$ cat src/hdl/utf8ct_pkg.sv
// utf8ct_pkg: shared types, constants and helpers for the utf-8 cluster
// truncating copy block
// depends on nothing; every module of the block imports it
package utf8ct_pkg;

  // field widths
  localparam int unsigned ByteW  = 8;
  localparam int unsigned IdxW   = 12;
  localparam int unsigned CfgW   = 13;
  localparam int unsigned LenW   = 3;
  localparam int unsigned CpW    = 21;

  // capacity clamp
  localparam int unsigned MaxSize = 4096;
  localparam logic [CfgW-1:0] MaxCap   = CfgW'(MaxSize);
  localparam logic [CfgW-1:0] CfgReset = CfgW'(4096);

  // result queue
  localparam int unsigned QDepth  = 8;
  localparam int unsigned QPtrW   = 3;
  localparam int unsigned QCntW   = 4;
  localparam int unsigned MaxPush = 4;
  localparam int unsigned PushW   = 3;

  // byte classes
  localparam logic [ByteW-1:0] ContMask  = 8'hC0;
  localparam logic [ByteW-1:0] ContValue = 8'h80;

  // combining mark ranges
  localparam logic [CpW-1:0] Mark0Lo = 21'h000300;
  localparam logic [CpW-1:0] Mark0Hi = 21'h00036F;
  localparam logic [CpW-1:0] Mark1Lo = 21'h001AB0;
  localparam logic [CpW-1:0] Mark1Hi = 21'h001AFF;
  localparam logic [CpW-1:0] Mark2Lo = 21'h001DC0;
  localparam logic [CpW-1:0] Mark2Hi = 21'h001DFF;
  localparam logic [CpW-1:0] Mark3Lo = 21'h0020D0;
  localparam logic [CpW-1:0] Mark3Hi = 21'h0020FF;
  localparam logic [CpW-1:0] Mark4Lo = 21'h00FE20;
  localparam logic [CpW-1:0] Mark4Hi = 21'h00FE2F;

  // one result item
  typedef struct packed {
    logic            wvalid;
    logic [IdxW-1:0] windex;
    logic [ByteW-1:0] wbyte;
    logic            done;
    logic [IdxW-1:0] len;
  } entry_t;

  // results of one input byte, lanes 0 .. num-1 are live
  typedef struct packed {
    logic [PushW-1:0]          num;
    entry_t [MaxPush-1:0]      ent;
  } push_t;

  function automatic logic is_mark(input logic [CpW-1:0] cp);
    return (cp >= Mark0Lo && cp <= Mark0Hi) ||
           (cp >= Mark1Lo && cp <= Mark1Hi) ||
           (cp >= Mark2Lo && cp <= Mark2Hi) ||
           (cp >= Mark3Lo && cp <= Mark3Hi) ||
           (cp >= Mark4Lo && cp <= Mark4Hi);
  endfunction

  // character length from the lead byte, zero for an invalid lead
  function automatic logic [LenW-1:0] lead_len(input logic [ByteW-1:0] b);
    logic [LenW-1:0] n;
    n = '0;
    priority if (!b[7])              n = 3'd1;
    else if (b[7:5] == 3'b110)       n = 3'd2;
    else if (b[7:4] == 4'b1110)      n = 3'd3;
    else if (b[7:3] == 5'b11110)     n = 3'd4;
    else                             n = 3'd0;
    return n;
  endfunction

endpackage

$ cat src/hdl/utf8ct_decode.sv
// utf8ct_decode: input register, character assembly, validation, mark
// detection and fit check; emits up to four results per byte
// depends on utf8ct_pkg
module utf8ct_decode (
  input  logic                        clk_i,
  input  logic                        rst_ni,
  input  logic                        in_valid_i,
  output logic                        in_stall_o,
  input  logic [utf8ct_pkg::ByteW-1:0] text_byte_i,
  input  logic [utf8ct_pkg::CfgW-1:0]  cap_i,
  input  logic                        room_i,
  output utf8ct_pkg::push_t           push_o
);
  import utf8ct_pkg::*;

  logic             valid_q;
  logic [ByteW-1:0] byte_q;
  logic             proc;

  logic             stopped_q, stopped_d;
  logic [IdxW-1:0]  bw_q, bw_d;
  logic [IdxW-1:0]  cs_q, cs_d;
  logic [LenW-1:0]  exp_q, exp_d;
  logic [LenW-1:0]  seen_q, seen_d;
  logic [ByteW-1:0] char_q [3];

  logic             char_we;
  logic [1:0]       pos;
  logic [ByteW-1:0] cur [MaxPush];
  logic [LenW-1:0]  lead;
  logic [LenW-1:0]  n;
  logic [CpW-1:0]   cp;
  logic             mark;
  logic             over;
  logic             finish;

  assign proc       = valid_q && room_i;
  assign in_stall_o = valid_q && !room_i;

  // input register
  always_ff @(posedge clk_i or negedge rst_ni) begin
    if (!rst_ni) begin
      valid_q <= 1'b0;
    end else if (!in_stall_o) begin
      valid_q <= in_valid_i;
    end
  end

  always_ff @(posedge clk_i) begin
    if (in_valid_i && !in_stall_o) begin
      byte_q <= text_byte_i;
    end
  end

  // assembled character with the current byte in place
  assign lead = lead_len(byte_q);
  assign pos  = (seen_q == '0) ? 2'd0 : seen_q[1:0];
  assign n    = (seen_q == '0) ? lead : exp_q;

  always_comb begin
    for (int i = 0; i < 3; i++) begin
      cur[i] = (pos == 2'(i)) ? byte_q : char_q[i];
    end
    cur[3] = byte_q;
  end

  always_comb begin
    unique case (n)
      3'd1:    cp = {13'b0, cur[0]};
      3'd2:    cp = {10'b0, cur[0][4:0], cur[1][5:0]};
      3'd3:    cp = {5'b0, cur[0][3:0], cur[1][5:0], cur[2][5:0]};
      default: cp = {cur[0][2:0], cur[1][5:0], cur[2][5:0], cur[3][5:0]};
    endcase
  end

  assign mark = (n >= 3'd2) && is_mark(cp);
  assign over = ({2'b0, bw_q} + {11'b0, n} + 14'd1) > {1'b0, cap_i};

  always_comb begin
    stopped_d = stopped_q;
    bw_d      = bw_q;
    cs_d      = cs_q;
    exp_d     = exp_q;
    seen_d    = seen_q;
    char_we   = 1'b0;
    finish    = 1'b0;
    push_o    = '0;
    if (proc) begin
      if (byte_q == '0) begin
        // terminator, then a fresh string
        push_o.num           = 3'd1;
        push_o.ent[0].done   = 1'b1;
        if (cap_i != '0) begin
          push_o.ent[0].wvalid = 1'b1;
          push_o.ent[0].windex = bw_q;
          push_o.ent[0].len    = bw_q;
        end
        stopped_d = 1'b0;
        bw_d      = '0;
        cs_d      = '0;
        exp_d     = '0;
        seen_d    = '0;
      end else if (!stopped_q) begin
        if (seen_q == '0) begin
          if (lead == '0) begin
            stopped_d = 1'b1;
          end else begin
            char_we = 1'b1;
            exp_d   = lead;
            seen_d  = 3'd1;
            finish  = (lead == 3'd1);
          end
        end else begin
          if ((byte_q & ContMask) != ContValue || seen_q > 3'd3) begin
            stopped_d = 1'b1;
            exp_d     = '0;
            seen_d    = '0;
          end else begin
            char_we = (seen_q < 3'd3);
            seen_d  = seen_q + 3'd1;
            finish  = ((seen_q + 3'd1) >= exp_q);
          end
        end
        if (finish) begin
          exp_d  = '0;
          seen_d = '0;
          if (mark && bw_q == '0) begin
            // mark with no base, skipped
          end else if (over) begin
            if (mark) begin
              bw_d = cs_q;
            end
            stopped_d = 1'b1;
          end else begin
            if (!mark) begin
              cs_d = bw_q;
            end
            push_o.num = n;
            for (int i = 0; i < MaxPush; i++) begin
              push_o.ent[i].wvalid = 1'b1;
              push_o.ent[i].windex = bw_q + IdxW'(i);
              push_o.ent[i].wbyte  = cur[i];
            end
            bw_d = bw_q + {9'b0, n};
          end
        end
      end
    end
  end

  always_ff @(posedge clk_i or negedge rst_ni) begin
    if (!rst_ni) begin
      stopped_q <= 1'b0;
      bw_q      <= '0;
      cs_q      <= '0;
      exp_q     <= '0;
      seen_q    <= '0;
    end else begin
      stopped_q <= stopped_d;
      bw_q      <= bw_d;
      cs_q      <= cs_d;
      exp_q     <= exp_d;
      seen_q    <= seen_d;
    end
  end

  always_ff @(posedge clk_i) begin
    if (char_we) begin
      char_q[pos] <= byte_q;
    end
  end

  // results only come from a byte that is being processed
  a_push_needs_proc: assert property (@(posedge clk_i) disable iff (!rst_ni)
    (push_o.num != '0) |-> proc)
    else $error("results pushed without a processed byte");

  // a terminator result stands alone
  a_done_alone: assert property (@(posedge clk_i) disable iff (!rst_ni)
    (push_o.num != '0 && push_o.ent[0].done) |-> (push_o.num == 3'd1))
    else $error("terminator pushed with other results");

  // the cluster start never runs ahead of the write position
  a_cluster_order: assert property (@(posedge clk_i) disable iff (!rst_ni)
    cs_q <= bw_q)
    else $error("cluster start beyond bytes written");

endmodule

$ cat src/hdl/utf8ct_queue.sv
// utf8ct_queue: result queue taking up to four results a cycle and
// delivering one a cycle on the output channel while it is not stalled
// depends on utf8ct_pkg
module utf8ct_queue (
  input  logic                 clk_i,
  input  logic                 rst_ni,
  input  utf8ct_pkg::push_t    push_i,
  output logic                 room_o,
  output logic                 out_valid_o,
  input  logic                 out_stall_i,
  output utf8ct_pkg::entry_t   head_o
);
  import utf8ct_pkg::*;

  entry_t           mem_q [QDepth];
  logic [QPtrW-1:0] wr_q, rd_q;
  logic [QCntW-1:0] cnt_q, cnt_d;
  logic             pop;

  assign out_valid_o = (cnt_q != '0);
  assign pop         = out_valid_o && !out_stall_i;
  assign head_o      = mem_q[rd_q];
  assign room_o      = (cnt_q <= QCntW'(QDepth - MaxPush));
  assign cnt_d       = cnt_q + {1'b0, push_i.num} - {3'b0, pop};

  always_ff @(posedge clk_i or negedge rst_ni) begin
    if (!rst_ni) begin
      wr_q  <= '0;
      rd_q  <= '0;
      cnt_q <= '0;
    end else begin
      wr_q  <= wr_q + push_i.num;
      rd_q  <= rd_q + {2'b0, pop};
      cnt_q <= cnt_d;
    end
  end

  always_ff @(posedge clk_i) begin
    for (int i = 0; i < MaxPush; i++) begin
      if (PushW'(i) < push_i.num) begin
        mem_q[wr_q + QPtrW'(i)] <= push_i.ent[i];
      end
    end
  end

  a_no_overflow: assert property (@(posedge clk_i) disable iff (!rst_ni)
    cnt_q <= QCntW'(QDepth))
    else $error("result queue overflow");

  a_push_with_room: assert property (@(posedge clk_i) disable iff (!rst_ni)
    (push_i.num != '0) |-> room_o)
    else $error("push into queue without room");

endmodule

$ cat src/hdl/utf8_cluster_truncating_copy.sv
// utf8_cluster_truncating_copy: top level of the utf-8 cluster truncating copy
// depends on utf8ct_pkg, utf8ct_decode, utf8ct_queue
//
// usage
//   input channel: one source byte per transfer on text_byte_i
//     (in_valid_i / in_stall_o); a zero byte ends the string
//   output channel: one result per transfer (out_valid_o / out_stall_i),
//     a destination write or the terminator write with done_res_o and
//     copied_length_o; each character gives one write per byte
//   buffer_size_we_i / buffer_size_i write the destination capacity,
//     only while the block is idle; values above 4096 act as 4096
//   path: a byte accepted into the input register is decoded there and its
//     results are written into the result queue, which offers them on the
//     output channel; the input register holds the byte while the queue
//     lacks room
//   throughput: one byte per cycle unless stalled; the eight-entry queue
//     takes up to four results a cycle, drains one a cycle unless the
//     receiver stalls; input stalls only while more than four are queued
//   reset: string state cleared, capacity back to 4096, queue empty
//   receiver stall: results wait in the queue, input keeps flowing until
//     the queue lacks room for a whole character
module utf8_cluster_truncating_copy (
  input  logic                         clk_i,
  input  logic                         rst_ni,
  // configuration
  input  logic                         buffer_size_we_i,
  input  logic [utf8ct_pkg::CfgW-1:0]  buffer_size_i,
  // source bytes
  input  logic                         in_valid_i,
  output logic                         in_stall_o,
  input  logic [utf8ct_pkg::ByteW-1:0] text_byte_i,
  // results
  output logic                         out_valid_o,
  input  logic                         out_stall_i,
  output logic                         write_valid_o,
  output logic [utf8ct_pkg::IdxW-1:0]  write_index_o,
  output logic [utf8ct_pkg::ByteW-1:0] write_byte_o,
  output logic                         done_res_o,
  output logic [utf8ct_pkg::IdxW-1:0]  copied_length_o
);
  import utf8ct_pkg::*;

  logic [CfgW-1:0] size_q;
  logic [CfgW-1:0] cap;
  push_t           push;
  logic            room;
  entry_t          head;

  // capacity register
  always_ff @(posedge clk_i or negedge rst_ni) begin
    if (!rst_ni) begin
      size_q <= CfgReset;
    end else if (buffer_size_we_i) begin
      size_q <= buffer_size_i;
    end
  end

  // clamp to the largest destination
  assign cap = (size_q > MaxCap) ? MaxCap : size_q;

  // decode and fit check
  utf8ct_decode u_decode (
    .clk_i       (clk_i),
    .rst_ni      (rst_ni),
    .in_valid_i  (in_valid_i),
    .in_stall_o  (in_stall_o),
    .text_byte_i (text_byte_i),
    .cap_i       (cap),
    .room_i      (room),
    .push_o      (push)
  );

  // result queue and output channel
  utf8ct_queue u_queue (
    .clk_i       (clk_i),
    .rst_ni      (rst_ni),
    .push_i      (push),
    .room_o      (room),
    .out_valid_o (out_valid_o),
    .out_stall_i (out_stall_i),
    .head_o      (head)
  );

  assign write_valid_o   = head.wvalid;
  assign write_index_o   = head.windex;
  assign write_byte_o    = head.wbyte;
  assign done_res_o      = head.done;
  assign copied_length_o = head.len;

  // a terminator result carries its length as its write position
  a_done_len: assert property (@(posedge clk_i) disable iff (!rst_ni)
    (out_valid_o && done_res_o && write_valid_o) |-> (copied_length_o == write_index_o))
    else $error("terminator length differs from its position");

  // ordinary writes carry no length
  a_write_no_len: assert property (@(posedge clk_i) disable iff (!rst_ni)
    (out_valid_o && !done_res_o) |-> (write_valid_o && copied_length_o == '0))
    else $error("data write with length or without write");

  // the clamped capacity never exceeds the largest destination
  a_cap_clamp: assert property (@(posedge clk_i) disable iff (!rst_ni)
    cap <= MaxCap)
    else $error("capacity above the largest destination");

endmodule

$ cat config.mk
export PLATFORM = sky130hd
export DESIGN_NAME = utf8_cluster_truncating_copy
export DESIGN_NICKNAME = d
export VERILOG_FILES = /design/src/hdl/utf8ct_pkg.sv /design/src/hdl/utf8ct_decode.sv /design/src/hdl/utf8ct_queue.sv /design/src/hdl/utf8_cluster_truncating_copy.sv
export SDC_FILE = /design/constraint.sdc
export NUM_CORES = 1
export LEC_CHECK = 0
export BUFFER_PORTS_ARGS = -buffer_cell sky130_fd_sc_hd__buf_2
export CORE_MARGIN = 2
export CORE_UTILIZATION = 55
export CTS_BUF_LIST = sky130_fd_sc_hd__clkbuf_4 sky130_fd_sc_hd__clkbuf_8
export CTS_CLUSTER_SIZE = 16
export DETAILED_ROUTE_END_ITERATION = 6
export PLACE_DENSITY = 0.78
export SETUP_SLACK_MARGIN = 0.02
export SLEW_MARGIN = 10
export SYNTH_ARGS = -nofsm -noshare
export SYNTH_HDL_FRONTEND = slang
export SYNTH_SLANG_ARGS = --single-unit
$ cat constraint.sdc
create_clock -name clk_i -period 18.4 [get_ports clk_i]
set_input_delay 3.68 -clock clk_i [delete_from_list [all_inputs] [get_ports clk_i]]
set_output_delay 3.68 -clock clk_i [all_outputs]
set_load 0.1 [all_outputs]
; ---- Yosys cells after proc, flatten, opt, wreduce, memory -nomap -nowiden
; Memories as Yosys holds them, arrays and structs flattened.
; Cells that the tools add are included.
[classes]
n_mul = 0
n_reduce_logical = 32
n_mux = 93
n_eq_ne = 14
div_mod_pow = 0
shifts = 0
addsub = 14
bitwise = 0
n_lt_le_gt_ge = 21
[ops]
columns = cell, count
row1 = two-way mux 21 bit, 17
row2 = two-way mux 12 bit, 12
row3 = two-way mux 24 bit, 5
row4 = case mux 21 bit (3 select lines), 1
row5 = two-way mux 3 bit, 18
row6 = two-way mux 13 bit, 4
row7 = greater-or-equal comparator 21 x 13 -> 1 bit (second input constant), 2
row8 = less-or-equal comparator 21 x 13 -> 1 bit (second input constant), 2
row9 = two-way mux 34 bit, 1
row10 = two-way mux 8 bit, 4
row11 = two-way mux 1 bit, 30
row12 = adder 12 x 2 -> 12 bit (second input constant), 2
row13 = greater-or-equal comparator 21 x 10 -> 1 bit (second input constant), 1
row14 = greater-or-equal comparator 21 x 14 -> 1 bit (second input constant), 1
row15 = greater-or-equal comparator 21 x 16 -> 1 bit (second input constant), 1
row16 = less-or-equal comparator 21 x 10 -> 1 bit (second input constant), 1
row17 = less-or-equal comparator 21 x 14 -> 1 bit (second input constant), 1
row18 = less-or-equal comparator 21 x 16 -> 1 bit (second input constant), 1
row19 = adder 14 x 1 -> 14 bit (second input constant), 1
row20 = greater-than comparator 14 x 13 -> 1 bit, 1
row21 = adder 12 x 3 -> 13 bit, 1
row22 = greater-than comparator 13 bit (second input constant), 1
row23 = nonzero test 13 bit, 1
row24 = adder 12 x 1 -> 12 bit (second input constant), 1
row25 = other kinds (37), 64
[word_totals]
register_bits = 63
in_bits = 26
ramBits = 296
latch_bits = 0
memories = 2
mem_bits_ro = 0
output_inout_bits = 36
[mem_list]
columns = name, depth, word_bits, read_ports, rd_ports_with_merged_regs, wr, line
row1 = u_queue.mem_q, 8, 34, 1, 0, 4, utf8ct_queue.sv:15  ; entry_t mem_q [QDepth];
row2 = u_decode.char_q, 3, 8, 3, 0, 1, utf8ct_decode.sv:25  ; logic [ByteW-1:0] char_q [3];

; ---- Logic depth before layout (Yosys ltp)
; Gate-level depths: netlist of run 1.
[depth]
depth_word = 24
mapped_depth = 37

; ---- Cells and area by module
; Synthesis of run 1 repeated with hierarchy kept, for this count alone.
[hier_totals]
hier_cells = 2675
hier_area_um2 = 24812.5
[by_module_without_submodules]
columns = module, seq_area_each_um2, cells_per_inst, instances, area_each_um2
row1 = utf8ct_queue, 8418.1, 1880, 1, 17996.0
row2 = utf8ct_decode, 1761.7, 754, 1, 6211.0
row3 = utf8_cluster_truncating_copy, 326.6, 41, 1, 605.6

; ---- Worst setup path after synthesis of run 1
; OpenSTA, ideal clock, no wires.
[synth_path]
kind = flip-flop to flip-flop
startpoint = register u_decode.seen_q[0]
endpoint = memory u_queue.mem_q[4][13] in the netlist's numbering, enable pin
path_stages_with_launch = 33
path_slack_ns = 11.263
n_path_buf = 3
t_arrival_ns = 6.756
synth_period_minus_slack_ns = 7.137
path_cell_list = dfrtp_1 > inv_1 > ha_1 > and3b_1 > o2bb2ai_4 > inv_2 > buf_2 > ha_1 > inv_1 > fa_1 > inv_1 > a21oi_1 > nand2b_1 > o31a_1 > nand3b_1 > or4_1 > nor3_1 > xnor2_1 > ha_1 > a21o_1 > a21oi_1 > o211ai_1 > o21ai_1 > nand3_1 > nor4_1 > a311o_1 > o21a_1 > buf_4 > nand3_2 > nor2_1 > or3_1 > buf_2 > nand2b_1
[synth_rtl]
columns = item, line
row1 = start: declaration, utf8ct_decode.sv:24  ; logic [LenW-1:0] seen_q, seen_d;
row2 = start signal: assignment, utf8ct_decode.sv:163  ; seen_q <= seen_d;
row3 = end: declaration, utf8ct_queue.sv:15

==> results of run 1 <==
==> through the flow <==
step | setup WS [ps] | std cells | instance area (sq um) | util
after global placement | 8900 | 2639 | 22800 | 0.573
after global routing | 7860 | 2746 | 24000 | 0.604
final | 8270 | 2746 | 24000 | 0.604
after detailed placement | 8540 | 2639 | 22800 | 0.573
after floorplan | 11260 | 2173 | 22100 | -
after CTS | 8500 | 2746 | 24000 | 0.604
==> state kept, by name (all words and copies together) (netlist names) <==
register            cells
u_queue.cnt_q           4
u_decode.char_q        24
u_decode.byte_q         8
u_decode.valid_q        1
u_decode.seen_q         3
size_q                 13
u_queue.wr_q            3
u_decode.exp_q          3
u_queue.mem_q         272
u_decode.cs_q          12
u_queue.rd_q            3
u_decode.stopped_q      1
u_decode.bw_q          12
==> power by group through the flow <==
stage / Clock (W) / Combinational, W / Sequential (W)
2_1_floorplan: 0 / 0.00116 / 0.000929
3_3_place_gp: 0 / 0.00142 / 0.00101
3_5_place_dp: 0 / 0.00143 / 0.00101
4_1_cts: 0.000741 / 0.00144 / 0.000996
5_1_grt: 0.000775 / 0.00155 / 0.00101
6_report: 0.000739 / 0.00147 / 0.000999
==> cells in the mapped netlist (all sizes together) (15+ instances only) <==
library cell / number
and3: 37
a221o: 41
mux2i: 122
nor4: 19
nor3: 51
nand4: 18
a222oi: 30
ha: 42
o21ai: 101
nand2: 178
edfxtp: 200
mux4: 68
a22o: 18
xnor2: 37
a21oi: 128
nand3: 54
buf: 71
o22ai: 53
a221oi: 28
xor2: 19
clkbuf: 110
mux2: 64
inv: 38
dfxtp: 104
a211oi: 15
a22oi: 23
or2: 16
nor2: 249
dfrtp: 54
==> final timing paths <==
| path | to | slack (ps) | cells after the start |
|---|---|---|---|
| worst max-delay path | u_queue.mem_q[7][15] | 8270 | 29 |
| worst min-delay path | u_queue.mem_q[6][12] | 480 | 2 |
| worst max register to register | u_queue.mem_q[7][15] | 8270 | 29 |
| worst min register to register | u_queue.mem_q[6][12] | 480 | 2 |
| max in group asynchronous | u_queue.rd_q[0] | 14710 | 2 |
| min in group asynchronous | size_q[9] | 3130 | 2 |
==> tightest hold or removal path, cell delays in order, from the launching register on <==
cell     delay (ps)
dfxtp_1         300
o21ai_0          60
o22ai_1          60
==> area by class of cell <==
| type | count | share of cell area |
|---|---|---|
| multi-input cells | 1593 | 0.488 |
| flip-flops and latches | 359 | 0.394 |
| clock buffers | 90 | 0.0466 |
| repair buffers | 122 | 0.0318 |
| well taps | 525 | 0.0274 |
| inverters | 40 | 0.00625 |
| clock inverters | 17 | 0.00552 |
==> cell families (layout without fill, tap and decap cells) <==
| logic type | after synthesis | count (layout) |
|---|---|---|
| adders and majority gates | 45 | 45 |
| buffers and inverters | 221 | 269 |
| and+or+nand+nor | 689 | 689 |
| AOI/OAI and AO/OA | 549 | 549 |
| xor gates and xnor gates | 56 | 56 |
| DFF | 359 | 359 |
| muxes | 254 | 254 |
==> per-layer routing <==
metal / GRT usage / part of all wire
met1: 0.520 / 0.39
met2: 0.575 / 0.43
met3: 0.114 / 0.13
met4: 0.161 / 0.045
met5: 0.0107 / 0.0010
==> flow_metrics.env, run 1 <==
export IMPL_via_count_of_the_first_global_routing_pass=19024
export IMPL_worstSkewPairLatency_ps=680
export IMPL_synth_seq_cells=359
export IMPL_avgViaCountPerCell=7.10
export IMPL_worst_setup_path_start_kind="flip-flop"
export IMPL_origin_of_the_critical_flop_to_flop_path="u_decode.seen_q[0]"
export IMPL_synth_largest_area_cell="edfxtp_1"
export IMPL_timing_critical_path_max_delay_family="simple AND/OR/NAND/NOR gates"
export IMPL_combinationalPowerShare=0.458
export IMPL_cts_reportedPaths_clkPinSlew_ps=60
export IMPL_cts_buffers=57
export IMPL_largest_family_of_logic_cells_by_synthesized_area="compound AO/OA/AOI/OAI gates"
export IMPL_grt_total_usage=0.384
export IMPL_post_synth_top_area_fraction=0.272
export IMPL_ir_worst_vdd_uv=345
export IMPL_fin_skew_ps=29.1
export IMPL_power_density_nw_per_um2=134
export IMPL_boundaryPins=62
export IMPL_post_synthesis_share_of_cell_area_spent_on_and_or_nand_and_nor_gates=0.148
export IMPL_fill_cells=3248
export IMPL_layout_area_overhead_vs_synth_pct=8.63
export IMPL_grt_setup_unrepaired="false"
export IMPL_criticalPathCategory="reg -> reg"
export IMPL_grt_overflow=0
export IMPL_worstSetupStartpoint="u_decode.seen_q[0]"
export IMPL_post_route_period_util=0.550
export IMPL_timing_worst_slew_pin_value_ps=1360
export IMPL_floorplan_die_height_um=204
export IMPL_cts_hold_repair_buffers=0
export IMPL_netlist_area_sq_um=22100
export IMPL_setup_tns_ps=0
export IMPL_report_final_slew_viol_count=0
export IMPL_dieArea_sq_um=41800
export IMPL_totalWireLength_mm=80.1
export IMPL_yosys_area_share_adder=0.0265
export IMPL_synth_enable_flop_cells=200
export IMPL_post_synth_num_cell_types=98
export IMPL_tritoncts_clock_tree="built"
export IMPL_die_x_um=204
export IMPL_intPower_w=0.00173
export IMPL_pwr_share_clk=0.230
export IMPL_nNetsFinal=2244
export IMPL_maximum_number_of_pins_on_one_net_before_global_route_repair=69
export IMPL_post_synth_main_area_contributors="edfxtp_1 (27%), dfxtp_1 (9.4%), mux4_2 (6.9%), dfrtp_1 (6.1%), mux2i_1 (5.5%)"
export IMPL_multi_input_comb_area_sq_um=11700
export IMPL_result_of_the_run="finished, violations left"
export IMPL_cts_htree_levels=2
export IMPL_floorplan_core_area_sq_um=39700
export IMPL_synthArstFlopShare=0.153
export IMPL_cap_violations=0
export IMPL_synth_compound_area_frac=0.174
export IMPL_dr_pass1_iters=7
export IMPL_yosys_mux_area_fraction=0.157
export IMPL_max_freq_mhz=98.7
export IMPL_synth_cells=2173
export IMPL_critical_path_required_ps=18690
export IMPL_layout_commonest_cell="nor2_1"
export IMPL_seqPwrFrac=0.311
export IMPL_synth_ff_type="edfxtp_1"
export IMPL_layout_cells_most_common_list="nor2_1 (240), edfxtp_1 (200), nand2_1 (176)"
export IMPL_drt_antenna_violating_nets=0
export IMPL_setup_viol_count_final=0
export IMPL_numPortBuffers=61
export IMPL_grt_first_pass_wirelength_mm=120
export IMPL_first_iter_violations=3251
export IMPL_slowest_delay_ps=750
export IMPL_fin_hold_ws_ps=476
export IMPL_violations="design-rule violations"
export IMPL_timing_slew_headroom=0.0888
export IMPL_yosysWarnings=0
export IMPL_initial_antenna_violation_count=2
export IMPL_p_sw_w=0.00147
export IMPL_worst_path_buf_inv=5
export IMPL_drt_drc_violations_left=7
export IMPL_ctsLongestPathBuffers=3
export IMPL_finalHoldViolCount=0
export IMPL_drive_gt1_frac=0.189
export IMPL_routed_via_count=19492
export IMPL_cts_root_buffer="clkbuf_8"
export IMPL_critical_path_endpoint_type="flip-flop"
export IMPL_num_clock_sinks=359
export IMPL_seqCellArea_sq_um=9470
export IMPL_cts_setup_buffers=0
export IMPL_num_antenna_cells=0
export IMPL_power_total_w=0.00321
export IMPL_syn_nets=2244
export IMPL_crit_path_max_fanout=41
export IMPL_fin_crit_ps=10130
export IMPL_min_path_type="reg -> reg"
export IMPL_synth_seq_area_share=0.428
export IMPL_finalWeightedCongestion=1.02
export IMPL_drt_wirelength_per_cell_um=29.2
export IMPL_synth_xor_area_share=0.0222
export IMPL_crit_slowest_cell="nand3_1"
export IMPL_syn_mean_instance_area_sq_um=10.2
export IMPL_post_cts_resized=0
export IMPL_timing_critical_path_arrival_ps=10420
export IMPL_hold_path_startpoint="u_queue.mem_q[6][12]"
export IMPL_static_leakage_power_nw=8.77
export IMPL_start_util=0.556
export IMPL_dp_hpwl_mm=55.1
export IMPL_power_share_switching=0.460
export IMPL_floorplan_rows=73
Power figures use the tool's default switching activity.
==> run 2, diff against run 1 <==
Settings changed: ABC_AREA set to 1.
Clock period 18.4 ns to 9.4 ns, I/O delays scaled along.
==> run 2 against run 1 <==
The run still ends with design-rule violations left. Setup slack lost 7000 ps. Via count is 22% higher. Utilization fell by 0.38 points. Maximum frequency up 25%. Sequential power up 92%. Combinational power is 140% higher. Critical path type unchanged. Largest power group unchanged. Highest routed layer unchanged.
==> flow_metrics.env, run 2 <==
export IMPL_totalWireLength_mm=85.0
export IMPL_min_path_type="reg -> reg"
export IMPL_cts_setup_buffers=0
export IMPL_reg_top3="u_queue.mem_q x272, u_decode.char_q x24, size_q x13"
export IMPL_worstSkewPairLatency_ps=690
export IMPL_post_synth_top_area_fraction=0.262
export IMPL_synth_largest_area_cell="edfxtp_1"
export IMPL_timing_critical_path_arrival_ps=8460
export IMPL_floorplan_core_area_sq_um=40900
export IMPL_fill_cells=3746
export IMPL_violations="design-rule violations"
export IMPL_cts_htree_levels=2
export IMPL_floorplan_rows=74
export IMPL_ir_worst_vdd_uv=353
export IMPL_dr_pass1_iters=7
export IMPL_timing_critical_path_max_delay_family="simple AND/OR/NAND/NOR gates"
export IMPL_cap_violations=0
export IMPL_grt_total_usage=0.382
export IMPL_synth_cells=3182
export IMPL_critical_path_required_ps=9750
export IMPL_netlist_area_sq_um=22900
export IMPL_syn_mean_instance_area_sq_um=7.19
export IMPL_most_common_cell_in_the_synthesized_netlist="nand2_1"
export IMPL_power_total_w=0.00708
export IMPL_layout_commonest_cell="nand2_1"
export IMPL_post_cts_resized=0
export IMPL_finalWeightedCongestion=1.04
export IMPL_initial_antenna_violation_count=2
export IMPL_drive_gt1_frac=0.0879
export IMPL_static_leakage_power_nw=9.98
export IMPL_fin_skew_ps=20.0
export IMPL_ctsLongestPathBuffers=3
export IMPL_avgViaCountPerCell=6.41
export IMPL_yosys_top_cells_count="nand2_1 (561), nor2_1 (452), o21ai_0 (429)"
export IMPL_synth_ff_type="edfxtp_1"
export IMPL_cts_buffers=60
export IMPL_yosysWarnings=0
export IMPL_numPortBuffers=61
export IMPL_layout_cells_most_common_list="nand2_1 (561), nor2_1 (451), o21ai_0 (429)"
export IMPL_largest_register_ff_count=272
export IMPL_post_route_period_util=0.863
export IMPL_worst_setup_path_start_kind="flip-flop"
export IMPL_finalHoldViolCount=0
export IMPL_first_iter_violations=3962
export IMPL_drt_antenna_violating_nets=0
export IMPL_regMostFlops="u_queue.mem_q"
export IMPL_tritoncts_clock_tree="built"
export IMPL_timing_slew_headroom=0.121
export IMPL_synth_seq_area_share=0.414
export IMPL_routed_via_count=23840
export IMPL_result_of_the_run="finished, violations left"
export IMPL_report_final_slew_viol_count=0
export IMPL_maximum_number_of_pins_on_one_net_before_global_route_repair=98
export IMPL_post_synth_num_cell_types=50
export IMPL_start_util=0.559
export IMPL_fin_crit_ps=8110
export IMPL_syn_nets=3253
export IMPL_floorplan_die_height_um=208
export IMPL_drt_drc_violations_left=1
export IMPL_grt_setup_unrepaired="false"
export IMPL_synthArstFlopShare=0.153
export IMPL_nNetsFinal=3205
export IMPL_slowest_delay_ps=720
export IMPL_num_antenna_cells=0
export IMPL_timing_worst_slew_pin_value_ps=1320
export IMPL_critical_path_endpoint_type="flip-flop"
export IMPL_synth_enable_flop_cells=200
export IMPL_cts_root_buffer="clkbuf_8"
export IMPL_boundaryPins=62
export IMPL_grt_overflow=0
export IMPL_num_clock_sinks=359
export IMPL_layout_area_overhead_vs_synth_pct=7.42
export IMPL_criticalPathCategory="reg -> reg"
export IMPL_max_freq_mhz=123
export IMPL_power_density_nw_per_um2=288
export IMPL_drt_wirelength_per_cell_um=22.9
export IMPL_via_count_of_the_first_global_routing_pass=21739
export IMPL_worst_path_buf_inv=10
export IMPL_crit_slowest_cell="nor2_2"
export IMPL_synth_seq_cells=359
export IMPL_crit_path_frequent_cell="inv_1"
export IMPL_post_synth_main_area_contributors="edfxtp_1 (26%), o21ai_0 (9.4%), nand2_1 (9.2%), dfxtp_1 (9.1%), nor2_1 (7.4%)"
export IMPL_cts_hold_repair_buffers=0
export IMPL_setup_tns_ps=0
export IMPL_setup_viol_count_final=0
export IMPL_grt_first_pass_wirelength_mm=129
export IMPL_cts_reportedPaths_clkPinSlew_ps=70
export IMPL_dp_hpwl_mm=58.2
export IMPL_dieArea_sq_um=43200
export IMPL_crit_path_max_fanout=25
export IMPL_die_x_um=208
run 2: changes by cell type after synthesis, sizes merged, moves of 60 or more:
cell and delta:
o21ai +420, nand2 +404, nor2 +226, inv +212, nand3 +200, mux2i -122, a21oi +94, mux4 -68
mux2 -60
run 2: tightest hold or removal path, stage by stage (launching register included):
cell and delay, ps:
dfxtp_1 310, nand2_1 60, a21oi_1 50
run 2: stage by stage:
step / utilization / hold slack [ps] / instance area (sq um) / setup slack (ps) / std cells
6_report: 0.601 / 462 / 24600 / 1290 / 3717
2_1_floorplan: - / 437 / 22900 / 3050 / 3182
3_3_place_gp: 0.568 / 446 / 23200 / 1670 / 3604
5_1_grt: 0.601 / 479 / 24600 / 825 / 3717
3_5_place_dp: 0.568 / 452 / 23200 / 1550 / 3604
4_1_cts: 0.601 / 462 / 24600 / 1530 / 3717
run 2: worst paths after layout:
check                                       end  slack, ps  cells past startpoint           startpoint
setup / recovery           u_queue.mem_q[7][15]       1290                     38   u_decode.seen_q[0]
setup reg to reg           u_queue.mem_q[7][15]       1290                     38   u_decode.seen_q[0]
hold / removal              u_queue.mem_q[5][3]        460                      2  u_queue.mem_q[5][3]
min in group asynchronous     u_decode.exp_q[0]       1330                      2               rst_ni
hold reg to reg             u_queue.mem_q[5][3]        460                      2  u_queue.mem_q[5][3]
max in group asynchronous       u_queue.rd_q[0]       7550                      2               rst_ni
run 2: final cells by class:
type / count / area [sq um] / area share
repair buffers: 101 / 606 / 0.0246
flip-flops and latches: 359 / 9470 / 0.385
clock buffers: 81 / 1030 / 0.0421
multi-input cells: 2356 / 11500 / 0.469
clock inverters: 32 / 309 / 0.0126
inverters: 256 / 962 / 0.0391
well taps: 532 / 666 / 0.0271
run 2: per-layer routing:
| metal | vias up | share of wire | GRT usage |
|---|---|---|---|
| met1 | 11057 | 0.39 | 0.536 |
| met2 | 1804 | 0.42 | 0.554 |
| met5 | - | 0.00015 | 0 |
| met4 | 2 | 0.036 | 0.135 |
| met3 | 254 | 0.15 | 0.120 |
| li1 | 10723 | - | - |
run 2: kinds of logic (layout without fill, tap and decap cells):
| kind of cell | count (synthesis) | count (layout) | synth area share |
|---|---|---|---|
| AO/OA/AOI/OAI | 897 | 897 | 0.208 |
| adder cells (fa/ha/maj) | 45 | 45 | 0.0256 |
| buffers and inverters | 467 | 470 | 0.0827 |
| AND/OR/NAND/NOR | 1378 | 1378 | 0.256 |
| multiplexers | 4 | 4 | 0.00197 |
| XOR/XNOR | 32 | 32 | 0.0122 |
| flip-flops | 359 | 359 | 0.414 |
run 2: power by group:
group	internal, W	switching [W]
Combinational	0.000745	0.00285
Clock	0.000882	0.000690
Sequential	0.00175	0.000170
Total	0.00337	0.00371
